**config.mk**
```make
export PLATFORM = sky130hd
export DESIGN_NAME = ggfd_slope
export DESIGN_NICKNAME = d
export VERILOG_FILES = /design/src/design/ggfd_pkg.sv /design/src/design/ggfd_slope.sv
export SDC_FILE = /design/constraint.sdc
export NUM_CORES = 1
export LEC_CHECK = 0
export ABC_CLOCK_PERIOD_IN_PS = 21700
export BUFFER_PORTS_ARGS = -buffer_cell sky130_fd_sc_hd__buf_2
export CORE_MARGIN = 2
export CORE_UTILIZATION = 26
export DETAILED_ROUTE_END_ITERATION = 10
export GPL_TIMING_DRIVEN = 0
export PLACE_DENSITY = 0.49
export SLEW_MARGIN = 40
export SYNTH_ARGS = -nofsm -noshare
export SYNTH_HDL_FRONTEND = slang
export SYNTH_SLANG_ARGS = --single-unit
```
**constraint.sdc**
```tcl
create_clock -name vclk -period 21.7
set_clock_uncertainty 0.15 [all_clocks]
set_input_delay 6.51 -clock vclk [all_inputs]
set_output_delay 6.51 -clock vclk [all_outputs]
set_load 0.02 [all_outputs]
```
**src/design/ggfd_pkg.sv**
```systemverilog
// shared constants, codes and types of the grid gradient finite difference unit
package ggfd_pkg;

  localparam int MAX_ROW_LENGTH = 1024;
  localparam int MAX_ROWS       = 4096;
  localparam int MAX_PLANES     = 8;
  localparam int SAMPLE_BITS    = 16;

  localparam int COL_W       = $clog2(MAX_ROW_LENGTH);
  localparam int ROW_W       = $clog2(MAX_ROWS);
  localparam int PLANE_W     = $clog2(MAX_PLANES);
  localparam int ROW_LEN_W   = 11;
  localparam int ROW_CNT_W   = 13;
  localparam int PLANE_CNT_W = 4;

  localparam int SCALE_W     = ROW_W;
  localparam int DIFF_W      = SAMPLE_BITS + 2;
  localparam int PROD_W      = DIFF_W + SCALE_W + 1;
  localparam int SLOPE_W     = 28;
  localparam int SLOPE_LIMIT = 134084610;

  localparam int CFG_IDX_W  = 2;
  localparam int CFG_DATA_W = ROW_CNT_W;
  localparam int OUT_DATA_W = 2 * SLOPE_W;
  localparam int OUT_TDATA_W = ((OUT_DATA_W + 7) / 8) * 8;

  typedef enum logic [CFG_IDX_W-1:0] {
    CFG_ROW_LENGTH  = 2'd0,
    CFG_ROW_COUNT   = 2'd1,
    CFG_PLANE_COUNT = 2'd2
  } cfg_reg_e;

  typedef enum logic [1:0] {
    DIFF_FWD     = 2'd0,
    DIFF_BACK    = 2'd1,
    DIFF_CENTRAL = 2'd2
  } diff_mode_e;

  typedef logic signed [SAMPLE_BITS-1:0] sample_t;

  // operands of one slope along one axis
  typedef struct packed {
    sample_t              behind;
    sample_t              here;
    sample_t              after;
    diff_mode_e           mode;
    logic [SCALE_W-1:0]   scale;
  } slope_req_t;

endpackage

```
**src/design/ggfd_slope.sv**
```systemverilog
// one-axis finite difference, scale multiply and saturation
module ggfd_slope import ggfd_pkg::*; (
  input  slope_req_t                 req_i,
  output logic signed [SLOPE_W-1:0]  slope_o
);

  logic signed [DIFF_W-1:0] before_x;
  logic signed [DIFF_W-1:0] here_x;
  logic signed [DIFF_W-1:0] after_x;
  logic signed [DIFF_W-1:0] diff;
  logic signed [SCALE_W:0]  scale_x;
  logic signed [PROD_W-1:0] prod;
  logic signed [PROD_W-1:0] lim_pos;
  logic signed [PROD_W-1:0] lim_neg;

  assign before_x = {{(DIFF_W-SAMPLE_BITS){req_i.behind[SAMPLE_BITS-1]}}, req_i.behind};
  assign here_x   = {{(DIFF_W-SAMPLE_BITS){req_i.here[SAMPLE_BITS-1]}}, req_i.here};
  assign after_x  = {{(DIFF_W-SAMPLE_BITS){req_i.after[SAMPLE_BITS-1]}}, req_i.after};
  assign scale_x  = {1'b0, req_i.scale};
  assign lim_pos  = PROD_W'(SLOPE_LIMIT);
  assign lim_neg  = -lim_pos;

  // one-sided differences count double in half-units
  always_comb begin
    case (req_i.mode)
      DIFF_FWD:     diff = (after_x - here_x) <<< 1;
      DIFF_BACK:    diff = (here_x - before_x) <<< 1;
      DIFF_CENTRAL: diff = after_x - before_x;
      default:      diff = '0;
    endcase
  end

  assign prod = diff * scale_x;

  always_comb begin
    if (prod > lim_pos) begin
      slope_o = lim_pos[SLOPE_W-1:0];
    end else if (prod < lim_neg) begin
      slope_o = lim_neg[SLOPE_W-1:0];
    end else begin
      slope_o = prod[SLOPE_W-1:0];
    end
  end

endmodule

```
---- Word-level counts from Yosys, hierarchy flattened ----
Index checks and enable logic that the tools add are counted.
cells by class
  $mul .................................... 1
  magnitude comparators ................... 2
  reduce and logical (&&, ||, !) cells .... 1
  muxes and demuxes ....................... 3
  add/subtract/negate cells ............... 3
  equal/unequal tests ..................... 2
operators by type and width
  kind                    count
  $mux W28                2
  $pmux W18 S3            1
  $sub A16 B16 Y17        3
  $gt A31 B28 Y1 const B  1
  $lt A31 B28 Y1 const B  1
  $mul A18 B13 Y31        1
  $eq A2 B1 Y1 const B    1
  $eq A2 B2 Y1 const B    1
  $logic_not A2 Y1        1
word-level totals
  register bits after elaboration ......... 0

---- Longest topological paths before layout ----
Gate-level depths: netlist of run 1.
  depth after elaboration ................. 6
  gate-level depth with buffers ........... 35
  gate-level depth less buffers ........... 32

---- Least setup slack after synthesis of run 1 ----
OpenSTA, ideal clock, no wires.
  path kind ............................... input to output
  start point ............................. input req_i[14] (netlist bit)
  end point ............................... output slope_o[11]
  data arrival time ....................... 14,542 ps
  path buffers ............................ 3
  setup slack ............................. 498 ps
  stages .................................. 33
  path through ............................ inv_1 ha_1 fa_1 nor2b_1 o21a_1 o21ai_0 a31oi_1 nor3_1 o21ai_0 a211oi_1 a211o_1 clkbuf_1 nand2_1 fa_1 fa_1 inv_1 fa_1 fa_1 inv_1 fa_1 inv_1 ha_1 o21ai_0 nor2_1 o41a_1 a221o_1 or4_1 nand3_2 o311ai_1 and2_1 buf_6 buf_6 a21oi_1
on the way
  longest elaborated chain between the ends .. 6
  elaborated cells on any way between the ends .. 8
  classes of those cells .................. add/sub (2); mul (1); order compare (2); mux (3)
ends and longest elaborated chain
  item                                        line                                source
  start: declaration                          ggfd_slope.sv:3                     input slope_req_t req_i,
  $sub A16 B16 Y17, on equally long branches  ggfd_slope.sv:28, ggfd_slope.sv:26
  $pmux W18 S3 *                              ggfd_slope.sv:25                    case (req_i.mode)
  $mul A18 B13 Y31 *                          ggfd_slope.sv:33                    assign prod = diff * scale_x;
  $lt A31 B28 Y1                              ggfd_slope.sv:38                    end else if (prod < lim_neg) begin
  $mux W28                                    ggfd_slope.sv:38
  $mux W28 *                                  ggfd_slope.sv:36                    if (prod > lim_pos) begin
  end: declaration                            ggfd_slope.sv:4                     output logic signed [SLOPE_W-1:0] slope_o
Mark *: on every way between the ends. The rest lies on a longest branch, timed or not.

---- Worst setup path after layout of run 1 ----
  start point ............................. input req_i[30] (netlist bit)
  end point ............................... output slope_o[3]
on the way
  longest elaborated chain between the ends .. 6
  elaborated cells on any way between the ends .. 8
  classes of those cells .................. add/sub (2); mul (1); order compare (2); mux (3)
ends and longest elaborated chain
  item                                        line
  $sub A16 B16 Y17, on equally long branches  ggfd_slope.sv:27, ggfd_slope.sv:26
  $pmux W18 S3 *                              ggfd_slope.sv:25
  $mul A18 B13 Y31 *                          ggfd_slope.sv:33
  $lt A31 B28 Y1                              ggfd_slope.sv:38
  $mux W28                                    ggfd_slope.sv:38
  $mux W28 *                                  ggfd_slope.sv:36
Marks and branches as above.

==> results.yml, run 1 <==
routing:
  vias_per_cell: 4.70
  drt_iter0_drc: 475
  drc: 0
  ant_nets: 0
  drt_pass1_iterations: 5
  dr_total_vias: 10100
  drt_wl_total_um: 33100
  wire_per_inst_um: 15.5
timing:
  period_needed_ns: 21.45
  fin_crit_sh_pct: 98.8
  slew_viol_final: 0
  slew-limit-headroom_pct: 50.9
  clock.fmax_mhz: 46.6
  final-setup-viol-count: 0
  hold_violations: 0
  final.setup.tns_ns: 0
  worst_pin_slew_ns: 0.737
worst_setup_path:
  timing.critical_path.mode_cell: "inv_1"
  cp_slowest_cell: "or4_4"
  crit_type: "input port to primary output"
  worstSetupStartpoint: "req_i[30]"
  startpoint_type: "input port"
  cpPeakStageDelay_ns: 0.58
  cp_max_fo: 6
  arrival_ns: 14.79
  end_kind: "primary output"
  crit_required_ns: 15.04
outcome:
  status: "finished, final reports clean"
synthesis:
  synth_compound_area_share_pct: 16.0
  yosysUniqueCellTypes: 72
  synthMuxAreaShare_pct: 0.561
  syn_area_per_cell_um2: 8.02
  synth-simple-area-share_pct: 18.6
  synth_fp_nets: 1801
  synth_xor_area_share_pct: 4.31
  yosys_warnings: 0
  synth_top_family_by_area: "adder cells"
  postSynthCellCount: 1419
  synth_top_area_cell: "fa_1"
  synthAdderAreaFrac_pct: 48.2
  ys_seq_area_share_pct: 0
  synth_top_area_share_pct: 34.7
  syn_area_um2: 11400
  ys_top_cells_by_area: "fa_1 (35%), ha_1 (14%), inv_1 (10%)"
layout:
  area_delta_synth_final_pct: 20.7
  nFlopsAndLatches: 0
  antenna_cells: 0
  n_clock_buffer: 0
  drive_above_1_share_pct: 18.4
  regArea_um2: 0
  nets: 1940
hold_path:
  min_path_cells: 4
  hold_start: "req_i[0]"
  min_path_type: "input port to primary output"
floorplanning:
  die_h_um: 213
  top_level_ports: 90
  core-area_um2: 43200
  fp.dieW_um: 213
  die-area_um2: 45400
  start_util_pct: 26.3
  rows: 76
grt:
  grt_max_degree: 11
  grt-ovfl-total: 0
  antenna_found_initial: 0
  grt_pass1_wl_um: 54500
  grt_use_total_pct: 15.0
  grt_pass1_vias: 10700
flow_run:
  maxCapViolations: 0
place:
  io_buffers: 86
  dp_hpwl_um: 28300
  gp_congestion: 0.838
cts:
  hold_buffers: 0
==> critical path: cells and delay by family <==
kind / cells / cell delay (ns)
AOI/OAI and AO/OA: 9 / 2.15
buffers and inverters: 10 / 1.01
adders and majority gates: 8 / 3.36
and+or+nand+nor: 9 / 1.73
==> per-stage QoR <==
stage / cells / util (%) / area [µm²] / hold slack, ns / setup slack, ns
global placement: 2090 / 29.0 / 12500 / 13.44 / -1.05
CTS: 2101 / 29.9 / 12900 / 13.47 / 0.000998
global route: 2141 / 31.8 / 13700 / 13.49 / -0.0753
detailed placement: 2090 / 29.0 / 12500 / 13.46 / -1.07
finish: 2141 / 31.8 / 13700 / 13.44 / 0.255
floorplan: 1419 / - / 11400 / 13.18 / 0.498
==> per-layer routing <==
metal	wire length [µm]	track usage, %
met3	827	0.309
met4	48	0.263
met2	17000	28.2
met1	15200	20.3
met5	0	0
==> what timing repair did <==
action	CTS	global route
pin swaps	14	78
buffers inserted	11	44
resized for setup	71	158
gates cloned	0	1
endpoints found under the setup margin	28	27
==> final cells by class <==
class	count	area [µm²]
multi-input cells	1055	10600
plain buffers	50	332
well taps	585	732
inverters	309	1160
repair buffers	142	876
fillers	4758	29400
==> placed cells by master, fill, tap and decap left out, drive strengths merged, types with 5 or more instances in the layout <==
cell type and n:
inv 308, fa 197, buf 165, nand2 125
ha 123, and2 97, a21oi 63, nor2 50
o21ai 49, xnor2 40, a21o 27, clkbuf 27
nor3 24, nor2b 19, o21a 18, nand3 17
xor2 16, nand2b 16, and3 15, o21bai 11
nor3b 11, or3 10, a211oi 10, a31oi 9
o211ai 8, o22ai 7, o2111ai 6, a21boi 6
o211a 5, nand4 5
==> Yosys cell counts, types with 10 or more instances <==
library cell / count
a21o_1: 27
a21oi_1: 53
a21oi_2: 10
and2_1: 96
and3_1: 15
clkbuf_1: 42
fa_1: 197
ha_1: 123
inv_1: 309
nand2_1: 125
nand2b_1: 16
nand3_1: 16
nor2_1: 50
nor2b_1: 19
nor3_1: 24
nor3b_1: 11
o21a_1: 18
o21ai_0: 48
o21bai_1: 11
or3_1: 10
xnor2_1: 40
xor2_1: 16
==> final timing paths <==
kind                         end  slack (ns)
worst max-delay path  slope_o[3]        0.25
worst min-delay path  slope_o[0]       13.44
==> cell families after synthesis <==
logic type,count (synthesis)
compound gates,264
fa+ha+maj,320
buf+inv,364
xor+xnor,56
simple gates,409
mux,6
Power of run 1 is left out: the tool's default activity adds up to more than one toggle a clock period on the data nets, which glitch-free logic cannot reach.
==> inputs of run 2 (changes only) <==
--- a/config.mk
+++ b/config.mk
@@ -12,6 +12,7 @@
 export DETAILED_ROUTE_END_ITERATION = 10
 export GPL_TIMING_DRIVEN = 0
 export PLACE_DENSITY = 0.49
+export REMOVE_ABC_BUFFERS = 1
 export SLEW_MARGIN = 40
 export SYNTH_ARGS = -nofsm -noshare
 export SYNTH_HDL_FRONTEND = slang
==> results.yml, run 2 (synthesis gave the netlist of run 1 again) <==
place:
  io_buffers: 90
  gp_congestion: 0.761
  dp_slack_ns: -0.863
  dp_hpwl_um: 25500
  place_area_um2: 12500
worst_setup_path:
  cpPeakStageDelay_ns: 0.57
  startpoint_type: "input port"
  endpoint: "slope_o[1]"
  cp_max_fo: 8
  crit_required_ns: 15.04
  crit_type: "input port to primary output"
  worstSetupStartpoint: "req_i[47]"
  timing.critical_path.mode_cell: "fa_1"
  arrival_ns: 14.70
  cp_slowest_cell: "or4_4"
  end_kind: "primary output"
cts:
  hold_buffers: 0
routing:
  drt_pass1_iterations: 7
  ant_nets: 0
  drc: 0
  vias_per_cell: 4.69
  wire_per_inst_um: 14.6
  dr_total_vias: 9800
  drt_iter0_drc: 349
  drt_wl_total_um: 30500
grt:
  grt_use_met1_pct: 17.6
  grt_pass1_wl_um: 52400
  antenna_found_initial: 0
  grt_max_degree: 22
  grt_pass1_vias: 10500
  grt_use_met2_pct: 27.3
  use_met3_pct: 0.382
  busiest_layer: "met2"
  grt_use_total_pct: 14.1
  grt-ovfl-total: 0
floorplanning:
  fp.dieW_um: 213
  rows: 76
  die-area_um2: 45400
  start_util_pct: 26.3
  core-area_um2: 43200
  die_h_um: 213
  top_level_ports: 90
timing:
  slew-limit-headroom_pct: 50.9
  fin_ws_ns: 0.339
  slew_viol_final: 0
  worst_pin_slew_ns: 0.736
  final.setup.tns_ns: 0
  clock.fmax_mhz: 46.8
  final-setup-viol-count: 0
  rsz0062_at_grt: "yes"
  fin_crit_sh_pct: 98.4
  period_needed_ns: 21.36
  hold_violations: 0
layout:
  nets: 1887
  multi_input_area_um2: 10600
  fillers: 4715
  final_common_cell: "inv_1"
  area_delta_synth_final_pct: 16.9
  n_clock_buffer: 0
  nFlopsAndLatches: 0
  regArea_um2: 0
  drive_above_1_share_pct: 16.8
  most-common-layout-cells: "inv_1 (308), fa_1 (194), nand2_1 (123)"
  stdcell_area_um2: 13300
  antenna_cells: 0
hold_path:
  hold_start: "req_i[0]"
  min_path_type: "input port to primary output"
flow_run:
  maxCapViolations: 0
outcome:
  status: "finished, final reports clean"
-- run 2: layout make-up --
type                            count  share of cell area [%]
Multi-Input combinational cell   1057                    79.5
Inverter                          309                    8.75
Tap cell                          585                    5.50
Timing Repair Buffer              137                    6.27
-- run 2: how the worst min path moves through the flow --
| stage | end | slack, ns | cells after the start |
|---|---|---|---|
| after detailed placement | slope_o[0] | 13.44 | 4 |
| after global routing | slope_o[0] | 13.50 | 4 |
| final | slope_o[0] | 13.45 | 4 |
| after floorplan | slope_o[0] | 13.00 | 2 |
| after CTS | slope_o[0] | 13.44 | 4 |
| after global placement | slope_o[0] | 13.44 | 4 |
-- run 2: per-layer routing --
metal,part of all wire (%),up-vias
met3,2.1,23
met1,44,4937
met5,0,-
met4,1.5,0
li1,-,4721
met2,52,119
-- run 2: critical path: cells and delay by family --
kind	cells	cell delay (ns)
compound gates	9	1.87
xor+xnor	1	0.17
fa+ha+maj	7	3.14
buf+inv	8	0.90
mux	1	0.32
simple gates	7	1.77
-- run 2: repair_timing --
| action | 4_1_cts | 5_1_grt |
|---|---|---|
| gates resized for setup | 40 | 72 |
| buffers inserted | 8 | 30 |
| pin swaps | 14 | 38 |
| endpoints found under the setup margin | 28 | 28 |
| gates cloned | 2 | 1 |
-- run 2: through the flow --
| step | hold WS, ns | cells | utilization (%) |
|---|---|---|---|
| after CTS | 13.44 | 2057 | 29.6 |
| after global placement | 13.44 | 2039 | 28.5 |
| final | 13.45 | 2088 | 30.8 |
| after floorplan | 13.00 | 1364 | - |
| after detailed placement | 13.44 | 2047 | 29.0 |
| after global routing | 13.50 | 2088 | 30.8 |
Power of run 2 is left out for the same reason.
